[config.mk]
export PLATFORM = sky130hd
export DESIGN_NAME = double_hash_table_insert_search_core_flat
export DESIGN_NICKNAME = d
export VERILOG_FILES = /design/src/hw/rtl/dhti_pkg.sv /design/src/hw/rtl/dhti_if.sv /design/src/hw/rtl/dhti_ctrl.sv /design/src/hw/rtl/dhti_datapath.sv /design/src/hw/rtl/double_hash_table_insert_search_core.sv /design/src/flat_wrapper.sv
export SDC_FILE = /design/constraint.sdc
export NUM_CORES = 2
export LEC_CHECK = 0
export BUFFER_PORTS_ARGS = -buffer_cell sky130_fd_sc_hd__buf_2
export CORE_ASPECT_RATIO = 0.75
export CORE_MARGIN = 2
export CORE_UTILIZATION = 50
export CTS_CLUSTER_DIAMETER = 40
export DETAILED_ROUTE_END_ITERATION = 8
export PLACE_DENSITY_LB_ADDON = 0.3
export SLEW_MARGIN = 20
export SYNTH_ARGS = -nofsm -noshare
export SYNTH_HDL_FRONTEND = slang
export SYNTH_SLANG_ARGS = --single-unit
[constraint.sdc]
create_clock -name i_clk -period 8.9 [get_ports i_clk]
set_clock_uncertainty 0.15 [all_clocks]
set_input_delay 0.89 -clock i_clk [delete_from_list [all_inputs] [get_ports i_clk]]
set_output_delay 0.89 -clock i_clk [all_outputs]
set_load 0.005 [all_outputs]
[src/hw/rtl/dhti_pkg.sv]
// ----------------------------------------------------------------------------
// Double-hash table package
// Shared types, status codes and the command and status bundles that join
// the controller and the datapath.
// ----------------------------------------------------------------------------
`default_nettype none

package dhti_pkg;

    localparam int unsigned CHAR_W    = 8;
    localparam int unsigned MAX_CHARS = 9;
    localparam int unsigned KEY_W     = CHAR_W * MAX_CHARS;
    localparam int unsigned HEAD_W    = 64;
    localparam int unsigned PHONE_W   = 32;
    localparam int unsigned SLOT_W    = 4;

    typedef enum logic [1:0] {
        ST_STORED    = 2'd0,
        ST_FULL      = 2'd1,
        ST_FOUND     = 2'd2,
        ST_NOT_FOUND = 2'd3
    } t_status;

    typedef enum logic [3:0] {
        S_IDLE,
        S_HASH,
        S_STEP,
        S_PROBE,
        S_STORE,
        S_FULL,
        S_SRD,
        S_SCMP,
        S_SEND
    } t_state;

    typedef struct packed {
        logic in_ready;
        logic capture;
        logic quot_load;
        logic step_load;
        logic probe_adv;
        logic wr;
        logic scan_rd;
        logic scan_next;
        logic pend_set;
        logic out_stored;
        logic out_full;
        logic out_pend_mid;
        logic out_pend_last;
        logic out_notfound;
    } t_cmd;

    typedef struct packed {
        logic in_valid;
        logic in_search;
        logic slot_free;
        logic probes_done;
        logic match;
        logic scan_end;
        logic pend_valid;
        logic out_free;
    } t_sts;

endpackage

`default_nettype wire

[src/hw/rtl/dhti_if.sv]
// ----------------------------------------------------------------------------
// Double-hash table channels
// Valid/ready channels for command words and for result words.
// ----------------------------------------------------------------------------
`default_nettype none

interface dhti_in_if;
    logic                                 valid;
    logic                                 ready;
    logic                                 cmd;
    logic [dhti_pkg::HEAD_W-1:0]          name_head;
    logic [dhti_pkg::CHAR_W-1:0]          name_tail;
    logic signed [dhti_pkg::PHONE_W-1:0]  phone;

    modport source (output valid, cmd, name_head, name_tail, phone, input ready);
    modport sink   (input valid, cmd, name_head, name_tail, phone, output ready);
endinterface

interface dhti_out_if;
    logic                                 valid;
    logic                                 ready;
    logic [1:0]                           status;
    logic [dhti_pkg::SLOT_W-1:0]          slot;
    logic signed [dhti_pkg::PHONE_W-1:0]  phone_out;
    logic                                 last;

    modport source (output valid, status, slot, phone_out, last, input ready);
    modport sink   (input valid, status, slot, phone_out, last, output ready);
endinterface

`default_nettype wire

[src/hw/rtl/dhti_ctrl.sv]
// ----------------------------------------------------------------------------
// Double-hash table controller
// Sequences hashing, probing, storing and the slot scan of a search.
// ----------------------------------------------------------------------------
`default_nettype none

module dhti_ctrl (
    input  wire            i_clk,
    input  wire            i_rst_n,
    input  dhti_pkg::t_sts i_sts,
    output dhti_pkg::t_cmd o_cmd
);

    dhti_pkg::t_state r_state;
    dhti_pkg::t_state n_state;

    always_ff @(posedge i_clk) begin
        if (!i_rst_n) begin
            r_state <= dhti_pkg::S_IDLE;
        end else begin
            r_state <= n_state;
        end
    end

    always_comb begin
        n_state = r_state;
        case (r_state)
            dhti_pkg::S_IDLE: begin
                if (i_sts.in_valid) begin
                    n_state = i_sts.in_search ? dhti_pkg::S_SRD : dhti_pkg::S_HASH;
                end
            end
            dhti_pkg::S_HASH: begin
                n_state = dhti_pkg::S_STEP;
            end
            dhti_pkg::S_STEP: begin
                n_state = dhti_pkg::S_PROBE;
            end
            dhti_pkg::S_PROBE: begin
                if (i_sts.slot_free) begin
                    n_state = dhti_pkg::S_STORE;
                end else if (i_sts.probes_done) begin
                    n_state = dhti_pkg::S_FULL;
                end
            end
            dhti_pkg::S_STORE, dhti_pkg::S_FULL, dhti_pkg::S_SEND: begin
                if (i_sts.out_free) begin
                    n_state = dhti_pkg::S_IDLE;
                end
            end
            dhti_pkg::S_SRD: begin
                n_state = dhti_pkg::S_SCMP;
            end
            dhti_pkg::S_SCMP: begin
                if (!i_sts.match || !i_sts.pend_valid || i_sts.out_free) begin
                    n_state = i_sts.scan_end ? dhti_pkg::S_SEND : dhti_pkg::S_SRD;
                end
            end
            default: begin
                n_state = dhti_pkg::S_IDLE;
            end
        endcase
    end

    always_comb begin
        o_cmd = '0;
        case (r_state)
            dhti_pkg::S_IDLE: begin
                o_cmd.in_ready = 1'b1;
                o_cmd.capture  = i_sts.in_valid;
            end
            dhti_pkg::S_HASH: begin
                o_cmd.quot_load = 1'b1;
            end
            dhti_pkg::S_STEP: begin
                o_cmd.step_load = 1'b1;
            end
            dhti_pkg::S_PROBE: begin
                o_cmd.probe_adv = !i_sts.slot_free && !i_sts.probes_done;
            end
            dhti_pkg::S_STORE: begin
                o_cmd.wr         = i_sts.out_free;
                o_cmd.out_stored = i_sts.out_free;
            end
            dhti_pkg::S_FULL: begin
                o_cmd.out_full = i_sts.out_free;
            end
            dhti_pkg::S_SRD: begin
                o_cmd.scan_rd = 1'b1;
            end
            dhti_pkg::S_SCMP: begin
                if (!i_sts.match || !i_sts.pend_valid || i_sts.out_free) begin
                    o_cmd.scan_next    = !i_sts.scan_end;
                    o_cmd.pend_set     = i_sts.match;
                    o_cmd.out_pend_mid = i_sts.match && i_sts.pend_valid;
                end
            end
            dhti_pkg::S_SEND: begin
                o_cmd.out_pend_last = i_sts.out_free && i_sts.pend_valid;
                o_cmd.out_notfound  = i_sts.out_free && !i_sts.pend_valid;
            end
            default: begin
                o_cmd = '0;
            end
        endcase
    end

endmodule

`default_nettype wire

[src/hw/rtl/dhti_datapath.sv]
// ----------------------------------------------------------------------------
// Double-hash table datapath
// Key builder, reciprocal-multiply hash unit, probe index, slot memories,
// pending match and the result register.
// ----------------------------------------------------------------------------
`default_nettype none

module dhti_datapath #(
    parameter int unsigned TABLE_SLOTS    = 10,
    parameter int unsigned STRIDE_MODULUS = 7,
    parameter int unsigned NAME_CHARS     = 9
) (
    input  wire              i_clk,
    input  wire              i_rst_n,
    dhti_in_if.sink          i_in,
    dhti_out_if.source       o_out,
    input  dhti_pkg::t_cmd   i_cmd,
    output dhti_pkg::t_sts   o_sts
);

    localparam int unsigned KEY_W  = dhti_pkg::KEY_W;
    localparam int unsigned CHW    = dhti_pkg::CHAR_W;
    localparam int unsigned PW     = dhti_pkg::PHONE_W;
    localparam int unsigned SW     = dhti_pkg::SLOT_W;
    localparam int unsigned IDX_W  = $clog2(TABLE_SLOTS);
    localparam int unsigned RM_W   = $clog2(STRIDE_MODULUS);
    localparam int unsigned SUM_W  = $clog2(NAME_CHARS * 255 + 1);
    localparam int unsigned PROD_W = SUM_W + SUM_W + 2;
    localparam int unsigned SH_T   = SUM_W + $clog2(TABLE_SLOTS);
    localparam int unsigned SH_M   = SUM_W + $clog2(STRIDE_MODULUS);
    localparam int unsigned MUL_T  = ((1 << SH_T) + TABLE_SLOTS - 1) / TABLE_SLOTS;
    localparam int unsigned MUL_M  = ((1 << SH_M) + STRIDE_MODULUS - 1) / STRIDE_MODULUS;
    localparam int unsigned PRB_W  = $clog2(TABLE_SLOTS + 1);

    logic [KEY_W-1:0]       w_raw;
    logic [KEY_W-1:0]       w_key;
    logic [SUM_W-1:0]       w_sum;
    logic                   w_live;
    logic [PROD_W-1:0]      w_prod_t;
    logic [PROD_W-1:0]      w_prod_m;
    logic [SUM_W-1:0]       w_quot_t;
    logic [SUM_W-1:0]       w_quot_m;
    logic [IDX_W-1:0]       w_home;
    logic [RM_W-1:0]        w_remm;
    logic [IDX_W-1:0]       w_step;
    logic [IDX_W-1:0]       w_step_tbl [STRIDE_MODULUS];
    logic [IDX_W:0]         w_adv;
    logic [IDX_W-1:0]       w_idx_adv;
    logic                   w_out_free;

    logic [KEY_W-1:0]       r_key;
    logic [PW-1:0]          r_phone;
    logic [SUM_W-1:0]       r_sum;
    logic [SUM_W-1:0]       r_quot_t;
    logic [SUM_W-1:0]       r_quot_m;
    logic [IDX_W-1:0]       r_idx;
    logic [IDX_W-1:0]       r_step;
    logic [PRB_W-1:0]       r_probe;
    logic [TABLE_SLOTS-1:0] r_valid;

    logic [KEY_W-1:0]       key_mem   [TABLE_SLOTS];
    logic [PW-1:0]          phone_mem [TABLE_SLOTS];
    logic [KEY_W-1:0]       r_rd_key;
    logic [PW-1:0]          r_rd_phone;
    logic                   r_rd_live;

    logic [IDX_W-1:0]       r_pend_idx;
    logic [PW-1:0]          r_pend_phone;
    logic                   r_pend_valid;

    logic                   r_out_valid;
    dhti_pkg::t_status      r_out_status;
    logic [SW-1:0]          r_out_slot;
    logic [PW-1:0]          r_out_phone;
    logic                   r_out_last;

    // A name ends at its first zero character; later characters count as zero.
    always_comb begin
        w_raw  = {i_in.name_tail, i_in.name_head};
        w_key  = '0;
        w_sum  = '0;
        w_live = 1'b1;
        for (int k = 0; k < dhti_pkg::MAX_CHARS; k++) begin
            if (w_raw[k*CHW +: CHW] == '0 || k >= NAME_CHARS) begin
                w_live = 1'b0;
            end
            if (w_live) begin
                w_key[k*CHW +: CHW] = w_raw[k*CHW +: CHW];
                w_sum = w_sum + SUM_W'(w_raw[k*CHW +: CHW]);
            end
        end
    end

    // Stride reduced modulo the slot count, one entry per remainder value.
    for (genvar g = 0; g < STRIDE_MODULUS; g++) begin : g_step_tbl
        assign w_step_tbl[g] = IDX_W'((STRIDE_MODULUS - g) % TABLE_SLOTS);
    end

    always_comb begin
        w_prod_t  = PROD_W'(r_sum) * PROD_W'(MUL_T);
        w_prod_m  = PROD_W'(r_sum) * PROD_W'(MUL_M);
        w_quot_t  = SUM_W'(w_prod_t >> SH_T);
        w_quot_m  = SUM_W'(w_prod_m >> SH_M);
        w_home    = IDX_W'(r_sum - SUM_W'(r_quot_t * SUM_W'(TABLE_SLOTS)));
        w_remm    = RM_W'(r_sum - SUM_W'(r_quot_m * SUM_W'(STRIDE_MODULUS)));
        w_step    = w_step_tbl[w_remm];
        w_adv     = {1'b0, r_idx} + {1'b0, r_step};
        w_idx_adv = (w_adv >= (IDX_W+1)'(TABLE_SLOTS))
                  ? IDX_W'(w_adv - (IDX_W+1)'(TABLE_SLOTS)) : IDX_W'(w_adv);
    end

    always_ff @(posedge i_clk) begin
        if (i_cmd.capture) begin
            r_key   <= w_key;
            r_phone <= i_in.phone;
            r_sum   <= w_sum;
            r_idx   <= '0;
        end else if (i_cmd.quot_load) begin
            r_quot_t <= w_quot_t;
            r_quot_m <= w_quot_m;
        end else if (i_cmd.step_load) begin
            r_idx   <= w_home;
            r_step  <= w_step;
            r_probe <= '0;
        end else if (i_cmd.probe_adv) begin
            r_idx   <= w_idx_adv;
            r_probe <= r_probe + PRB_W'(1);
        end else if (i_cmd.scan_next) begin
            r_idx <= r_idx + IDX_W'(1);
        end
    end

    always_ff @(posedge i_clk) begin
        if (i_cmd.wr) begin
            key_mem[r_idx]   <= r_key;
            phone_mem[r_idx] <= r_phone;
        end
        if (i_cmd.scan_rd) begin
            r_rd_key   <= key_mem[r_idx];
            r_rd_phone <= phone_mem[r_idx];
            r_rd_live  <= r_valid[r_idx];
        end
        if (i_cmd.pend_set) begin
            r_pend_idx   <= r_idx;
            r_pend_phone <= r_rd_phone;
        end
    end

    always_ff @(posedge i_clk) begin
        if (!i_rst_n) begin
            r_valid      <= '0;
            r_pend_valid <= 1'b0;
        end else begin
            if (i_cmd.wr) begin
                r_valid[r_idx] <= 1'b1;
            end
            if (i_cmd.capture) begin
                r_pend_valid <= 1'b0;
            end else if (i_cmd.pend_set) begin
                r_pend_valid <= 1'b1;
            end
        end
    end

    assign w_out_free = !r_out_valid || o_out.ready;

    always_ff @(posedge i_clk) begin
        if (!i_rst_n) begin
            r_out_valid <= 1'b0;
        end else if (i_cmd.out_stored || i_cmd.out_full || i_cmd.out_pend_mid
                     || i_cmd.out_pend_last || i_cmd.out_notfound) begin
            r_out_valid <= 1'b1;
        end else if (o_out.ready) begin
            r_out_valid <= 1'b0;
        end
    end

    always_ff @(posedge i_clk) begin
        if (i_cmd.out_stored) begin
            r_out_status <= dhti_pkg::ST_STORED;
            r_out_slot   <= SW'(r_idx);
            r_out_phone  <= '0;
            r_out_last   <= 1'b1;
        end else if (i_cmd.out_full) begin
            r_out_status <= dhti_pkg::ST_FULL;
            r_out_slot   <= '0;
            r_out_phone  <= '0;
            r_out_last   <= 1'b1;
        end else if (i_cmd.out_pend_mid || i_cmd.out_pend_last) begin
            r_out_status <= dhti_pkg::ST_FOUND;
            r_out_slot   <= SW'(r_pend_idx);
            r_out_phone  <= r_pend_phone;
            r_out_last   <= i_cmd.out_pend_last;
        end else if (i_cmd.out_notfound) begin
            r_out_status <= dhti_pkg::ST_NOT_FOUND;
            r_out_slot   <= '0;
            r_out_phone  <= '0;
            r_out_last   <= 1'b1;
        end
    end

    assign i_in.ready      = i_cmd.in_ready;
    assign o_out.valid     = r_out_valid;
    assign o_out.status    = r_out_status;
    assign o_out.slot      = r_out_slot;
    assign o_out.phone_out = r_out_phone;
    assign o_out.last      = r_out_last;

    always_comb begin
        o_sts.in_valid    = i_in.valid;
        o_sts.in_search   = i_in.cmd;
        o_sts.slot_free   = !r_valid[r_idx];
        o_sts.probes_done = (r_probe == PRB_W'(TABLE_SLOTS));
        o_sts.match       = r_rd_live && (r_rd_key == r_key);
        o_sts.scan_end    = (r_idx == IDX_W'(TABLE_SLOTS - 1));
        o_sts.pend_valid  = r_pend_valid;
        o_sts.out_free    = w_out_free;
    end

    a_wr_sets_valid: assert property (@(posedge i_clk) disable iff (!i_rst_n)
        i_cmd.wr |=> r_valid[$past(r_idx)])
        else $error("written slot not marked valid");

    a_wr_free_slot: assert property (@(posedge i_clk) disable iff (!i_rst_n)
        i_cmd.wr |-> (!r_valid[r_idx] && i_cmd.out_stored))
        else $error("store into an occupied slot");

    a_home_bound: assert property (@(posedge i_clk) disable iff (!i_rst_n)
        i_cmd.step_load |=> ({1'b0, r_idx} < (IDX_W+1)'(TABLE_SLOTS)))
        else $error("home slot out of range");

    a_mid_is_found: assert property (@(posedge i_clk) disable iff (!i_rst_n)
        (r_out_valid && !r_out_last) |-> (r_out_status == dhti_pkg::ST_FOUND))
        else $error("non-final word that is not a match");

    a_load_when_free: assert property (@(posedge i_clk) disable iff (!i_rst_n)
        (i_cmd.out_stored || i_cmd.out_full || i_cmd.out_pend_mid
         || i_cmd.out_pend_last || i_cmd.out_notfound) |-> w_out_free)
        else $error("result register overwritten");

endmodule

`default_nettype wire

[src/hw/rtl/double_hash_table_insert_search_core.sv]
// ----------------------------------------------------------------------------
// Double-hash table insert and search core
// Name/telephone table with double-hashing insert and full-scan search.
//
//   Channel  Dir  Word                                 Words per command
//   i_in     in   cmd, name_head, name_tail, phone     -
//   o_out    out  status, slot, phone_out, last        1 (insert), 1..N (search)
//
// An insert accepts the word, forms the reciprocal quotients of the character
// sum, then the home slot and stride, checks slots one at a time (1 to
// TABLE_SLOTS + 1 of them) and then stores the entry or reports a full table.
// A search reads each slot from the slot memory and compares it in the next
// cycle.
// Reset clears the valid bits at once; there is no clearing pass.
// A stalled result register holds the scan until its word is taken.
// ----------------------------------------------------------------------------
`default_nettype none

module double_hash_table_insert_search_core #(
    parameter int unsigned TABLE_SLOTS    = 10,
    parameter int unsigned STRIDE_MODULUS = 7,
    parameter int unsigned NAME_CHARS     = 9
) (
    input  wire         i_clk,
    input  wire         i_rst_n,
    dhti_in_if.sink     i_in,
    dhti_out_if.source  o_out
);

    dhti_pkg::t_cmd w_cmd;
    dhti_pkg::t_sts w_sts;

    dhti_ctrl u_ctrl (
        .i_clk   (i_clk),
        .i_rst_n (i_rst_n),
        .i_sts   (w_sts),
        .o_cmd   (w_cmd)
    );

    dhti_datapath #(
        .TABLE_SLOTS    (TABLE_SLOTS),
        .STRIDE_MODULUS (STRIDE_MODULUS),
        .NAME_CHARS     (NAME_CHARS)
    ) u_datapath (
        .i_clk   (i_clk),
        .i_rst_n (i_rst_n),
        .i_in    (i_in),
        .o_out   (o_out),
        .i_cmd   (w_cmd),
        .o_sts   (w_sts)
    );

endmodule

`default_nettype wire

[src/flat_wrapper.sv]
// flat-port wrapper written by rule: the top's interface ports become plain ports
module double_hash_table_insert_search_core_flat 
#(
    parameter int unsigned TABLE_SLOTS    = 10,
    parameter int unsigned STRIDE_MODULUS = 7,
    parameter int unsigned NAME_CHARS     = 9
)
  (i_clk, i_rst_n, i_in_valid, i_in_cmd, i_in_name_head, i_in_name_tail, i_in_phone, i_in_ready, o_out_valid, o_out_status, o_out_slot, o_out_phone_out, o_out_last, o_out_ready);
  dhti_in_if i_in_i ();
  dhti_out_if o_out_i ();
  input  wire i_clk;
  input  wire i_rst_n;
  input wire logic [$bits(i_in_i.valid)-1:0] i_in_valid;
  input wire logic [$bits(i_in_i.cmd)-1:0] i_in_cmd;
  input wire logic [$bits(i_in_i.name_head)-1:0] i_in_name_head;
  input wire logic [$bits(i_in_i.name_tail)-1:0] i_in_name_tail;
  input wire logic [$bits(i_in_i.phone)-1:0] i_in_phone;
  output wire logic [$bits(i_in_i.ready)-1:0] i_in_ready;
  output wire logic [$bits(o_out_i.valid)-1:0] o_out_valid;
  output wire logic [$bits(o_out_i.status)-1:0] o_out_status;
  output wire logic [$bits(o_out_i.slot)-1:0] o_out_slot;
  output wire logic [$bits(o_out_i.phone_out)-1:0] o_out_phone_out;
  output wire logic [$bits(o_out_i.last)-1:0] o_out_last;
  input wire logic [$bits(o_out_i.ready)-1:0] o_out_ready;
  assign i_in_i.valid = i_in_valid;
  assign i_in_i.cmd = i_in_cmd;
  assign i_in_i.name_head = i_in_name_head;
  assign i_in_i.name_tail = i_in_name_tail;
  assign i_in_i.phone = i_in_phone;
  assign i_in_ready = i_in_i.ready;
  assign o_out_valid = o_out_i.valid;
  assign o_out_status = o_out_i.status;
  assign o_out_slot = o_out_i.slot;
  assign o_out_phone_out = o_out_i.phone_out;
  assign o_out_last = o_out_i.last;
  assign o_out_i.ready = o_out_ready;
  double_hash_table_insert_search_core #(.TABLE_SLOTS(TABLE_SLOTS), .STRIDE_MODULUS(STRIDE_MODULUS), .NAME_CHARS(NAME_CHARS)) u_core (.i_clk(i_clk), .i_rst_n(i_rst_n), .i_in(i_in_i), .o_out(o_out_i));
endmodule
## Word-level counts from Yosys, hierarchy flattened

Memory sizes are Yosys's and may differ from the RTL's. A register that Yosys moved wholly into a read port is not among the register bits.
Index checks and enable logic that the tools add are counted.

- Register bits: 235
- Bits in latches: 0
- RAM bits: 1040
- ROM bits: 32
- Input port bits: 109
- Output and inout bits: 41
- Word-level logic and storage cells: 176
- Memories: 3

- $add $sub $neg: 14
- Multiply operators: 4
- Div/mod/pow operators: 0
- $lt $le $gt $ge: 3
- Eq/ne operators: 15
- Shift operators: 0
- Multiplexer cells: 62
- Bitwise gates (word level): 5
- Reduce and logical (&&, ||, !) cells: 43

Memory list:

| name | depth | bits a word | read ports | clocked after Yosys merged registers in | wr ports | RTL line | source |
|---|---|---|---|---|---|---|---|
| u_core.u_datapath.key_mem | 10 | 72 | 1 | 1 | 1 | dhti_datapath.sv:61 | `logic [KEY_W-1:0] key_mem [TABLE_SLOTS];` |
| u_core.u_datapath.phone_mem | 10 | 32 | 1 | 1 | 1 | dhti_datapath.sv:62 | `logic [PW-1:0] phone_mem [TABLE_SLOTS];` |
| (name not given) | 8 | 4 | 1 | 1 | 0 | dhti_datapath.sv:106 | `w_step = w_step_tbl[w_remm];` |

Operators with widths:

| cell | count |
|---|---|
| $add 12x8->12 | 8 |
| $mux 12 | 8 |
| $eq 72x72->1 | 1 |
| $logic_not 8->1 | 9 |
| $mux 32 | 2 |
| $mux 4 | 15 |
| $mul 12x12->24 const B | 2 |
| $pmux 4 s7 | 1 |
| $mux 1 | 26 |
| $eq 4x3->1 const B | 4 |
| $eq 4x4->1 const B | 3 |
| $mux 2 | 6 |
| $mul 10x3->3 const B | 1 |
| $or 10x10->10 | 1 |
| $mul 9x3->3 const B | 1 |
| $add 4x1->4 const B | 2 |
| $eq 4x2->1 const B | 2 |
| $logic_or 1x1->1 | 8 |
| $mux 8 | 1 |
| $logic_and 1x1->1 | 6 |
| $ne 2x2->1 const B | 3 |
| $reduce_and 3->1 | 2 |
| $reduce_bool 2->1 | 3 |
| $reduce_bool 3->1 | 2 |
| 21 further kinds | 29 |

## Logic depth before layout (Yosys ltp)

- Depth after elaboration: 18
- Gate-level depth with buffers: 49
- Gate-level depth less buffers: 49

## Hierarchy

A second synthesis with hierarchy kept.

- Cell total of the unflattened synthesis: 3392
- Area, all modules: 58567.4 µm²

Modules (own cells, without submodules):

| module | instances | cells an instance | area an instance (µm²) | seq. area each (µm²) |
|---|---|---|---|---|
| dhti_datapath | 1 | 3330 | 58117.0 | 40478.8 |
| dhti_ctrl | 1 | 62 | 450.4 | 80.1 |

## Least setup slack after synthesis

Ideal clock, no wire load.

- Path type: input-to-reg
- Start: input i_in_name_head[0]
- End: register u_core.u_datapath.r_sum[11] (data pin)
- Library setup time: 0.259 ns
- Arrival time: 8.842 ns
- Required time: 8.491 ns
- Slack: -0.351 ns
- Cell stages on the path: 39
- Path buffers: 0
- Path through: ha_1 > inv_1 > fa_1 > nor2b_1 > o21a_1 > nor2_1 > xnor2_1 > mux2_2 > ha_1 > a21oi_1 > nor2_1 > a311oi_1 > xnor2_1 > mux2_2 > ha_1 > nor2_1 > a2111oi_0 > nor2_1 > [3 not listed] > xnor2_1 > nand2_1 > a21bo_2 > ha_1 > xnor2_1 > mux2_2 > ha_1 > xor2_1 > a21oi_1 > a221o_1 > ha_1 > nor2_1 > a2111oi_1 > o2111ai_1 > a211o_1 > a211o_1 > o211ai_2 > xnor2_1

- Cells in the longest elaborated chain, start to end: 18
- Elaborated cells on any way between the ends: 27
- Classes of those cells: add/sub: 8; mux: 18; reduce/logical: 1

Ends and longest elaborated chain:

| element | RTL line | source |
|---|---|---|
| start: declaration | flat_wrapper.sv:15 | `input wire logic [$bits(i_in_i.name_head)-1:0] i_in_name_head;` |
| $logic_not 8->1 | dhti_datapath.sv:84 | `if (w_raw[k*CHW +: CHW] == '0 \|\| k >= NAME_CHARS) begin` |
| $mux 8 or $mux 1 (tied branches) | dhti_datapath.sv:87, dhti_datapath.sv:84 |  |
| $add 12x8->12 or $mux 1 (tied branches) | dhti_datapath.sv:89, dhti_datapath.sv:84 |  |
| $mux 12 | dhti_datapath.sv:87 | `if (w_live) begin` |
| $add 12x8->12 | dhti_datapath.sv:89 | `w_sum = w_sum + SUM_W'(w_raw[k*CHW +: CHW]);` |
| $mux 12 | dhti_datapath.sv:87 |  |
| $add 12x8->12 | dhti_datapath.sv:89 |  |
| $mux 12 | dhti_datapath.sv:87 |  |
| [3 not listed] | n/a |  |
| $mux 12 | dhti_datapath.sv:87 |  |
| $add 12x8->12 | dhti_datapath.sv:89 |  |
| $mux 12 | dhti_datapath.sv:87 |  |
| $add 12x8->12 | dhti_datapath.sv:89 |  |
| $mux 12 | dhti_datapath.sv:87 |  |
| $add 12x8->12 | dhti_datapath.sv:89 |  |
| $mux 12 (*) | dhti_datapath.sv:87 |  |
| named net u_core.u_datapath.w_sum[11] | dhti_datapath.sv:37 | `logic [SUM_W-1:0] w_sum;` |
| end signal: assignment | dhti_datapath.sv:116 | `r_sum <= w_sum;` |
| end: declaration | dhti_datapath.sv:53 | `logic [SUM_W-1:0] r_sum;` |

The timed path passes the listed nets; every way through them passes the cells marked *.
A chain may end at the register's enable or synchronous reset.

## Final worst setup path

- Start: input i_in_name_head[15]
- End: register u_core.u_datapath.r_sum[11] (data pin)

- Cells in the longest elaborated chain, start to end: 17
- Elaborated cells on any way between the ends: 25
- Classes of those cells: add/sub: 8; mux: 16; reduce/logical: 1

Ends and longest elaborated chain:

| element | RTL line |
|---|---|
| branches (longest 16 deep; another with $add 12x8->12) | n/a |
| $mux 12 (*) | dhti_datapath.sv:87 |
| named net u_core.u_datapath.w_sum[11] | dhti_datapath.sv:37 |

Mark *: on every way through the listed nets, which the timed path passes.

==> flow_summary.toml <==
[route]
wl_met2_um = 61800
drc = 0
drtAntennaViolNets = 0
dr.first_iter.drc_count = 3249
via_count = 31300
top_layer_used = "met5"
vias_per_cell = 5.81
wl_um = 132000
drt-wirelength-per-cell_um = 24.4
dr.pass1.iters = 5
m1WireLength_um = 58700
dr_wl_met3_um = 8950

[timing]
setup_viol = 0
fin_crit_ns = 8.68
hold_slack_ns = 0.153
timing.fmax_mhz = 115
hold_violations = 0
rsz0062_at_grt = "true"
slew_headroom_pct = 27.8
fin_crit_sh_pct = 97.5
tightest_slew_ns = 1.08
slew_viol_final = 0

[setup_path]
cp_data_required_time_ns = 9.25
start_kind = "primary input"
slowest_delay_ns = 0.56
crit_type = "primary input to flip-flop"
cp_max_fo = 3
critPathBufInv = 4
arrival_ns = 9.03
crit_family = "adder cells"
cp-end-kind = "flip-flop"
crit_slowest_cell = "fa_1"

[clocking]
htreeDepth = 4
cts_root_buf = "clkbuf_16"
holdBufCountCts = 0
clock_latency_ns = 0.75
clk_pin_slew_worst_paths_ns = 0.06
clock_sinks = 1369
clock_path_buffers = 3
cts_tree = "built"
cts-buffers-inserted = 140

[synth]
synth_area_per_cell_um2 = 17.3
synth_area_mm2 = 0.0585
synth_top_area_cell = "edfxtp_1"
ys_seq_area_share_pct = 69.3
ys.flop_type = "edfxtp_1"
ys_types = 81
synth-seq-cells = 1369
ys_warn_count = 0
synth_edf_count = 1314
async_reset_ff_share_pct = 0
syn_nets = 3714
yosys.area.top_type_share_pct = 67.4
synth_most_common_cell = "edfxtp_1"
synth_cells = 3380
yosys-top-cells-count = "edfxtp_1 (1,314), mux4_2 (210), a21oi_1 (171)"
synthTopCellsByArea = "edfxtp_1 (67%), mux4_2 (8.1%), ha_1 (3.5%)"

[global_route]
grt_usage_pct = 22.2
gr-total-overflow = 0
grt_max_degree = 111
grt_pass1_wl_um = 198000
antenna_found_initial = 1
grt_pass1_vias = 31500

[finish]
antenna_cells = 0
area_growth_pct = 15.8
n_fill_cell = 8576
utilization_pct = 58.5
drive_gt1_share_pct = 25.1
fin_area_mm2 = 0.0678
nets = 4079
stdcell_count = 5394

[floorplan]
core_area_mm2 = 0.116
ios = 150
die-area_mm2 = 0.120
row_count = 108
initial_core_util_pct = 50.5
die_x_um = 399
die_y_um = 300

[min_path]
hold_class = "primary input to flip-flop"

[place]
portBuffers = 149
globalplace.congestion = 0.859
dp.cells = 5123
dp_hpwl_um = 77500
postPlaceCellArea_mm2 = 0.0623

[outcome]
status = "complete, no violations"

[flow_run]
maxCapViolCount = 0
logic make-up (layout without fill, tap and decap cells):
family	after synthesis	count (layout)	synth area share, %
AOI/OAI and AO/OA	491	491	5.69
and+or+nand+nor	481	481	4.54
DFF	1369	1369	69.3
buffers and inverters	315	789	2.05
muxes	360	360	10.7
adders and majority gates	226	226	5.62
xor gates and xnor gates	138	138	2.09
cells in the final DEF (no fill, tap or decap), types with 22 or more instances in the layout:
cell | synthesis | routed
a211oi_1 | 120 | 115
a21o_1 | 22 | 22
a21oi_1 | 171 | 148
a22o_1 | 38 | 37
and2_1 | 45 | 35
and3_1 | 35 | 35
buf_2 | 3 | 145
buf_4 | 1 | 216
clkbuf_1 | 119 | 25
clkbuf_16 | 0 | 141
dfxtp_1 | 55 | 51
edfxtp_1 | 1314 | 1314
fa_1 | 62 | 61
ha_1 | 163 | 140
inv_1 | 163 | 158
mux2_2 | 32 | 23
mux2i_1 | 116 | 116
mux4_2 | 210 | 210
nand2_1 | 64 | 62
nor2_1 | 93 | 84
nor2b_1 | 128 | 123
nor4_1 | 31 | 31
o21a_1 | 24 | 24
xnor2_1 | 74 | 69
xor2_1 | 63 | 63
stage by stage:
stage          worst slack (ns)  setup TNS [ns]
5_1_grt                 -0.0970         -0.0970
4_1_cts                 0.00488               0
3_5_place_dp              -1.09           -4.39
2_1_floorplan            -0.235          -0.235
6_report                  0.218               0
3_3_place_gp             -0.859           -3.07
final timing paths:
| path | startpoint | to | slack (ns) | cells after the start |
|---|---|---|---|---|
| worst max-delay path | i_in_name_head[15] | u_core.u_datapath.r_sum[11] | 0.22 | 41 |
| worst min-delay path | i_in_phone[12] | u_core.u_datapath.r_phone[12] | 0.15 | 1 |
| worst max register to register | u_core.u_datapath.r_sum[1] | u_core.u_datapath.r_quot_t[2] | 3.78 | 17 |
| worst min register to register | u_core.u_datapath.r_rd_phone[15] | u_core.u_datapath.r_pend_phone[15] | 0.27 | 0 |
cell type report:
class | instances | area (µm²) | area share (%)
Sequential cell | 1369 | 40600 | 59.9
Multi-Input combinational cell | 1696 | 17600 | 25.9
Clock buffer | 169 | 3660 | 5.40
Timing Repair Buffer | 375 | 2580 | 3.81
Tap cell | 1540 | 1930 | 2.84
Clock inverter | 82 | 845 | 1.25
Inverter | 163 | 612 | 0.903
timing repair:
item                       in CTS  in global routing
pin swaps                       4                 71
gates resized for setup        23                135
setup buffers                   0                 19
hold endpoints to repair        0                  0
setup endpoints to repair       2                  6
sequential cells by signal, summed over array words and instances (netlist names), 2 cells and up:
register	cells
u_core.u_datapath.r_pend_idx	4
u_core.u_datapath.phone_mem	320
u_core.u_datapath.r_rd_phone	32
u_core.u_datapath.r_rd_key	72
u_core.u_datapath.key_mem	720
u_core.u_datapath.r_valid	10
u_core.u_datapath.r_probe	4
u_core.u_datapath.r_sum	12
u_core.u_datapath.r_idx	4
u_core.u_datapath.o_out.slot	4
u_core.u_datapath.r_key	72
u_core.u_datapath.r_quot_m	3
u_core.u_datapath.o_out.phone_out	32
u_core.u_datapath.r_pend_phone	32
u_core.u_ctrl.r_state	4
u_core.u_datapath.r_phone	32
u_core.u_datapath.r_step	3
u_core.u_datapath.o_out.status	2
u_core.u_datapath.r_quot_t	3
worst register-to-register path, stage by stage, from the launching register on:
cell and delay, ns:
edfxtp_1 0.60, ha_1 0.42, ha_1 0.31, fa_1 0.56, inv_1 0.06, fa_1 0.50, inv_1 0.04, ha_1 0.27
a21o_1 0.19, a21o_1 0.18, a21o_1 0.17, a21o_1 0.17, a21o_1 0.17, a21oi_1 0.26, o21ai_0 0.16, or3_1 0.34
a31oi_1 0.20, xnor2_1 0.10
metal layers:
| metal | up-vias | global-route usage [%] |
|---|---|---|
| met4 | 2 | 5.17 |
| li1 | 14000 | - |
| met1 | 16200 | 33.1 |
| met5 | - | 0 |
| met2 | 1049 | 34.3 |
| met3 | 159 | 3.87 |
Power is not shown: default switching activity piles up to over one toggle a cycle in this logic, so the estimate is an artifact.
